**config.mk**
```make
export PLATFORM = sky130hd
export DESIGN_NAME = h3act_hash
export DESIGN_NICKNAME = d
export VERILOG_FILES = /design/src/hdl/h3_hashed_access_counter_table_core_assert.svh /design/src/hdl/h3act_pkg.sv /design/src/hdl/h3act_hash.sv
export SDC_FILE = /design/constraint.sdc
export NUM_CORES = 1
export LEC_CHECK = 0
export BUFFER_PORTS_ARGS = -buffer_cell sky130_fd_sc_hd__clkbuf_2
export CORE_AREA = 3 3 113 115
export CTS_BUF_LIST = sky130_fd_sc_hd__clkbuf_8
export CTS_CLUSTER_DIAMETER = 50
export DETAILED_ROUTE_END_ITERATION = 10
export DIE_AREA = 0 0 116 118
export HOLD_SLACK_MARGIN = 0.03
export PLACE_DENSITY = 0.63
export SLEW_MARGIN = 20
export SYNTH_ARGS = -nofsm -noshare
export SYNTH_HDL_FRONTEND = slang
export SYNTH_SLANG_ARGS = --single-unit
```
**constraint.sdc**
```tcl
create_clock -name clk_i -period 3 [get_ports clk_i]
set_clock_uncertainty 0.1 [all_clocks]
set_input_delay 0.3 -clock clk_i [delete_from_list [all_inputs] [get_ports clk_i]]
set_output_delay 0.3 -clock clk_i [all_outputs]
set_load 0.05 [all_outputs]
```
**src/hdl/h3_hashed_access_counter_table_core_assert.svh**
```systemverilog
// Assertion macros shared by the counter table RTL.
// Define NO_ASSERTIONS to compile them out.
`ifndef H3_HASHED_ACCESS_COUNTER_TABLE_CORE_ASSERT_SVH
`define H3_HASHED_ACCESS_COUNTER_TABLE_CORE_ASSERT_SVH
`ifndef NO_ASSERTIONS
// Property must hold at every clock edge outside reset.
`define H3ACT_ASSERT(lbl, clk, rst_n, prop) \
  lbl: assert property (@(posedge clk) disable iff (!rst_n) prop) \
    else $error("h3act assertion failed");
// Condition must never be true outside reset.
`define H3ACT_ASSERT_NEVER(lbl, clk, rst_n, cond) \
  lbl: assert property (@(posedge clk) disable iff (!rst_n) !(cond)) \
    else $error("h3act forbidden condition seen");
`else
`define H3ACT_ASSERT(lbl, clk, rst_n, prop)
`define H3ACT_ASSERT_NEVER(lbl, clk, rst_n, cond)
`endif
`endif

```
**src/hdl/h3act_pkg.sv**
```systemverilog
`timescale 1ns / 1ps
`default_nettype none
package h3act_pkg;

  localparam int unsigned KEY_W     = 16;
  localparam int unsigned CNT_W     = 16;
  localparam int unsigned TOTAL_W   = 32;
  localparam int unsigned CFG_W     = 64;
  localparam int unsigned CFG_IDX_W = 3;
  localparam int unsigned OP_W      = 2;
  localparam int unsigned HASH_ROWS = 16;
  localparam int unsigned STEP_W    = 4;
  localparam int unsigned ENTRY_W   = 1 + KEY_W + CNT_W;
  localparam int unsigned ROW_GRPS  = 4;

  localparam logic [CNT_W-1:0]   LIMIT_RESET = 16'd128;
  localparam logic [TOTAL_W-1:0] TOTAL_MAX   = 32'hFFFF_FFFF;

  typedef enum logic [OP_W-1:0] {
    OP_INSERT = 2'd0,
    OP_QUERY  = 2'd1,
    OP_REMOVE = 2'd2,
    OP_CLEAR  = 2'd3
  } h3act_op_e;

  typedef enum logic [CFG_IDX_W-1:0] {
    CFG_COUNT_LIMIT = 3'd0,
    CFG_HASH_ROWS_A = 3'd1,
    CFG_HASH_ROWS_B = 3'd2,
    CFG_HASH_ROWS_C = 3'd3,
    CFG_HASH_ROWS_D = 3'd4
  } h3act_cfg_e;

  typedef enum logic [2:0] {
    ST_SWEEP,
    ST_IDLE,
    ST_HASH,
    ST_SCAN,
    ST_UPDATE,
    ST_DONE
  } h3act_state_e;

  typedef struct packed {
    logic [OP_W-1:0]  op;
    logic [KEY_W-1:0] key;
  } h3act_req_t;

  typedef struct packed {
    logic [CNT_W-1:0]   access_count;
    logic [TOTAL_W-1:0] total_count;
    logic               key_found;
    logic               blocked;
    logic               bucket_full;
    logic               table_empty;
  } h3act_rsp_t;

  typedef struct packed {
    logic             valid;
    logic [KEY_W-1:0] key;
    logic [CNT_W-1:0] count;
  } h3act_entry_t;

  typedef logic [HASH_ROWS-1:0][KEY_W-1:0] h3act_rows_t;

endpackage
`default_nettype wire

```
**src/hdl/h3act_hash.sv**
```systemverilog
`timescale 1ns / 1ps
`default_nettype none
module h3act_hash (
  input  wire logic                         clk_i,
  input  wire logic                         rst_ni,
  input  wire logic                         start_i,
  input  wire logic [h3act_pkg::KEY_W-1:0]  key_i,
  input  wire h3act_pkg::h3act_rows_t       rows_i,
  output logic                              done_o,
  output logic [h3act_pkg::KEY_W-1:0]       hash_o
);
  import h3act_pkg::*;

  localparam logic [STEP_W-1:0] LastStep = STEP_W'(HASH_ROWS - 1);

  logic              busy_q;
  logic              done_q;
  logic [STEP_W-1:0] step_q;
  logic [KEY_W-1:0]  key_q;
  logic [KEY_W-1:0]  acc_q;

  // Step r folds in row r when key bit (15 - r) is set.
  always_ff @(posedge clk_i or negedge rst_ni) begin
    if (!rst_ni) begin
      busy_q <= 1'b0;
      done_q <= 1'b0;
      step_q <= '0;
    end else begin
      done_q <= busy_q && (step_q == LastStep);
      if (start_i) begin
        busy_q <= 1'b1;
        step_q <= '0;
      end else if (busy_q) begin
        step_q <= step_q + 1'b1;
        if (step_q == LastStep) begin
          busy_q <= 1'b0;
        end
      end
    end
  end

  always_ff @(posedge clk_i) begin
    if (start_i) begin
      key_q <= key_i;
      acc_q <= '0;
    end else if (busy_q) begin
      acc_q <= acc_q ^ (key_q[~step_q] ? rows_i[step_q] : '0);
    end
  end

  assign done_o = done_q;
  assign hash_o = acc_q;

endmodule
`default_nettype wire

```
# Word level (Yosys, flattened, before mapping)
# Index checks and enable logic that the tools add are counted.
# word_totals
inputBits	275
ramBits	0
wordCells	23
mem_bits_ro	0
latch_bits	0
memories	0
register_bits	38
# classes
eq_ne	1
shift	0
bitwise_logic	2
n_addsub	1
multipliers	0
div_mod_pow	0
mux	10
order_cmp	2
n_reduce_logical	2
# ops
op	count
binary-select mux 16 bit (select 4 bit)	1
2-to-1 mux 16 bit	2
bitwise XOR 16 bit	1
< comparator 4 x 5 -> 1 bit, second input constant	2
2-to-1 mux 4 bit	2
adder 4 x 1 -> 4 bit, second input constant	1
binary-select mux 1 bit (select 4 bit)	1
equality test 4 bit, second input constant	1
2-to-1 mux 1 bit	4
inverter 4 bit	1
nonzero test 2 bit	1
logical AND 1 bit	1

# Longest topological paths before layout
# logic_depth
depth_word	5
mapped_depth	8
depth_no_buf	5

# Worst setup path before layout
# Ideal clock, no wire load.
# synth_path
kind	flip-flop to flip-flop
start	register step_q[0]
end	register acc_q[2] (netlist: hash_o[2])
stages_incl_launch_ff	7
path_slack_ns	0.920
path_buffers	2
required_ns	2.779
t_arrival_ns	1.858
synth_period_minus_slack_ns	2.080
setup_time_ns	0.121
path_cell_list	dfrtp_1 -> buf_6 -> buf_2 -> mux4_2 -> a22oi_1 -> a22oi_2 -> mux2_4
# synth_via
elab_chain_cells	5
# synth_rtl
item	line_no	rtl
from (decl)	h3act_hash.sv:18	logic [STEP_W-1:0] step_q;
from (signal assigned)	h3act_hash.sv:34	step_q <= step_q + 1'b1;
inverter 4 bit	h3act_hash.sv:47	acc_q <= acc_q ^ (key_q[~step_q] ? rows_i[step_q] : '0);
binary-select mux 1 bit (select 4 bit)	h3act_hash.sv:47	
2-to-1 mux 1 bit (not written as such)	h3act_hash.sv:47	
2-to-1 mux 16 bit (*)	h3act_hash.sv:47	
bitwise XOR 16 bit (*)	h3act_hash.sv:47	
to (signal assigned)	h3act_hash.sv:47	
to (decl)	h3act_hash.sv:20	logic [KEY_W-1:0] acc_q;
# Every way passes the cells marked *; elsewhere a longest branch is shown, timed or not. The select of a mux whose other input is x is not followed.
# A chain may end at the register's enable or synchronous reset.

# Final worst setup path
# layout_path
start	register step_q[1]
end	register acc_q[0] (netlist: hash_o[0])
# The elaborated chain is that of the path after synthesis.

==> results.cfg <==
[placement]
place_hpwl_mm = 12.17
place.port_buffers = 291
place_ws_ns = 0.5270
place_congestion = 0.8993

[synth]
synthDistinctLibCells = 30
syn-cell-area_um2 = 3620
ys_seq_elements = 38
synth_cells = 261
yosys_warnings = 0
ys_seq_area_frac = 0.2627
syn_nets = 537
syn_area_per_cell_um2 = 13.87

[sta]
setup_viol = 0
max_freq_ghz = 0.4049
fin_tns_setup_ns = 0
slew_violations = 0
min_period_ns = 2.470
slew_headroom = 0.3601
tightest_slew_ns = 0.9598
rsz0062_at_grt = no
hold_viol_final = 0
post-route-period-util = 0.8233
setup_ws_ns = 0.5301

[critical_path]
critPathMaxFanout = 29
crit_end = hash_o[0]$_SDFFE_PP0P_
crit_type = flip-flop to flip-flop
worst_ep_required_time_ns = 3.08
worst_setup_path_end_kind = flip-flop
start_kind = flip-flop
crit_path_start = step_q[1]$_DFFE_PN0P_
r2r_cells = 5
cp_data_arrival_time_ns = 2.55
r2r-start = step_q[1]$_DFFE_PN0P_
r2r_slack_ns = 0.53
r2r_end = hash_o[0]$_SDFFE_PP0P_

[grt]
grt_pass1_wl_mm = 21.19
grt_antenna_before_repair = 2
grt_max_degree = 48
groute.usage.overall = 0.2028
gr-total-overflow = 0
grt_pass1_vias = 3928

[clock_tree]
h-tree-depth = 2
cts.sinks = 38
cts.reportedPaths.clkPinSlew_ns = 0.08
cts_made_buffers = 5
cts_tree = done
ctsResizeCount = 0
clk_path_buf_depth = 2
root_buffer = clkbuf_8
clock_latency_ns = 0.29

[drt]
wl_per_cell_um = 20.90
vias = 3702
drt_iter0_drc = 188
drc = 0
ant_nets = 0
routed_via_density = 5.381
finalWirelength_mm = 14.38
detail_route.first_pass.iterations = 4

[finish]
area.growth.synth_to_final_pct = 48.01
antenna_cells = 0
drive_gt1_frac = 0.7505
final_nets = 816

[die]
initial_core_util = 0.3039
core_um2 = 11910
boundaryPins = 292
die_w_um = 116
rows = 40
die-height_um = 118
dieArea_um2 = 13690

[hold_path]
whs_path_depth = 1
hp-class = input pin to flip-flop

[job]
maxCapViolCount = 0

[power]
leakage_nw = 2.476
p_per_area_nw_per_um2 = 411.6
ir_worst_vdd_mv = 0.2128

[status]
status = complete, no violations
[flip-flops by register name, summed over array words and instances, names as in the netlist]
signal  flops
busy_q      1
done_o      1
hash_o     16
key_q      16
step_q      4
[critical path, stage by stage (launching register included)]
cell and delay [ns]:
dfrtp_4 0.71, mux4_2 0.57, o211ai_2 0.14, buf_4 0.30
a22oi_1 0.15, mux2_1 0.35
[cell usage after synthesis]
master / n / area, um^2
buf_2: 12 / 60.06
mux2_4: 10 / 150.1
mux2_1: 1 / 11.26
a22oi_2: 10 / 125.1
o2111ai_4: 1 / 26.28
and2_1: 1 / 6.260
clkbuf_1: 13 / 48.80
a31oi_1: 1 / 6.260
nand3b_1: 2 / 15.01
edfxtp_1: 16 / 480.5
mux2i_1: 5 / 50.05
xor2_1: 2 / 17.52
dfrtp_1: 6 / 150.1
nor2_1: 21 / 78.83
mux2_2: 5 / 56.30
nand3_1: 1 / 5.000
and3_1: 1 / 6.260
a22oi_1: 38 / 285.3
buf_4: 1 / 7.510
o211ai_2: 1 / 12.51
dfxtp_1: 16 / 320.3
mux4_2: 66 / 1486
xnor2_1: 1 / 8.760
a21o_1: 1 / 7.510
nand2_1: 3 / 11.26
buf_6: 4 / 45.04
nand4_1: 1 / 6.260
buf_1: 1 / 3.750
ha_1: 1 / 12.51
nor2b_1: 19 / 118.9
[area by class of cell]
class                           count  area [um^2]
Tap cell                          147        183.9
Timing Repair Buffer              303         1574
Clock buffer                        5        68.82
Sequential cell                    38        958.4
Clock inverter                      3        63.81
Multi-Input combinational cell    192         2509
Fill cell                        1111         6554
[worst min-delay path by stage]
stage	startpoint	endpoint	slack, ns
finish	key_i[11]	key_q[11]$_DFFE_PP_	0.08
global route	key_i[3]	key_q[3]$_DFFE_PP_	0.07
detailed placement	rst_ni	step_q[0]$_DFFE_PN0P_	0.04
floorplan	rst_ni	busy_q$_DFF_PN0_	-0.1
global placement	rst_ni	done_o$_DFF_PN0_	0.04
CTS	key_i[11]	key_q[11]$_DFFE_PP_	0.07
[placed cells by master, fill, tap and decap left out, drive strengths merged, types with 2 or more instances in the layout]
master / instances
nand2: 3
mux2i: 5
nor2: 21
clkbuf: 296
buf: 11
bufinv: 2
mux2: 16
nand3b: 2
edfxtp: 16
mux4: 66
dfxtp: 16
xor2: 2
a22oi: 48
nor2b: 19
dfrtp: 6
[kinds of logic after synthesis]
kind of cell	after synthesis	synth area share
muxes	87	0.4846
AOI/OAI and AO/OA	52	0.1279
and+or+nand+nor	49	0.06844
DFF	38	0.2627
buffers and inverters	31	0.04563
xor gates and xnor gates	3	0.007260
adders and majority gates	1	0.003456
[stage by stage]
step | util | instance area [um^2] | cells | hold slack, ns | total power, W
6_report | 0.4498 | 5358 | 688 | 0.08128 | 0.002205
5_1_grt | 0.4498 | 5358 | 688 | 0.06674 | 0.002325
4_1_cts | 0.4498 | 5358 | 688 | 0.07272 | 0.002237
3_5_place_dp | 0.4378 | 5215 | 679 | 0.04067 | 0.001701
3_3_place_gp | 0.4378 | 5215 | 679 | 0.04149 | 0.001685
2_1_floorplan | - | 3620 | 261 | -0.09559 | 0.001355
[power by group]
group / internal, W / switching, W
Clock: 0.000329 / 0.000196
Combinational: 0.000510 / 0.000488
Sequential: 0.000614 / 0.0000682
[layer usage]
| layer | global-route usage | up-vias | wire length [um] |
|---|---|---|---|
| met5 | 0 | - | 27 |
| li1 | - | 1656 | - |
| met2 | 0.3709 | 194 | 7538 |
| met4 | 0.03771 | 4 | 189 |
| met3 | 0.05707 | 20 | 1289 |
| met1 | 0.2341 | 1828 | 5335 |
[repair_timing]
action / 4_1_cts / 5_1_grt
hold buffers: 1 / 0
endpoints found under the hold margin: 6 / 0
setup buffers: 0 / 0
Power figures use the tool's default switching activity.
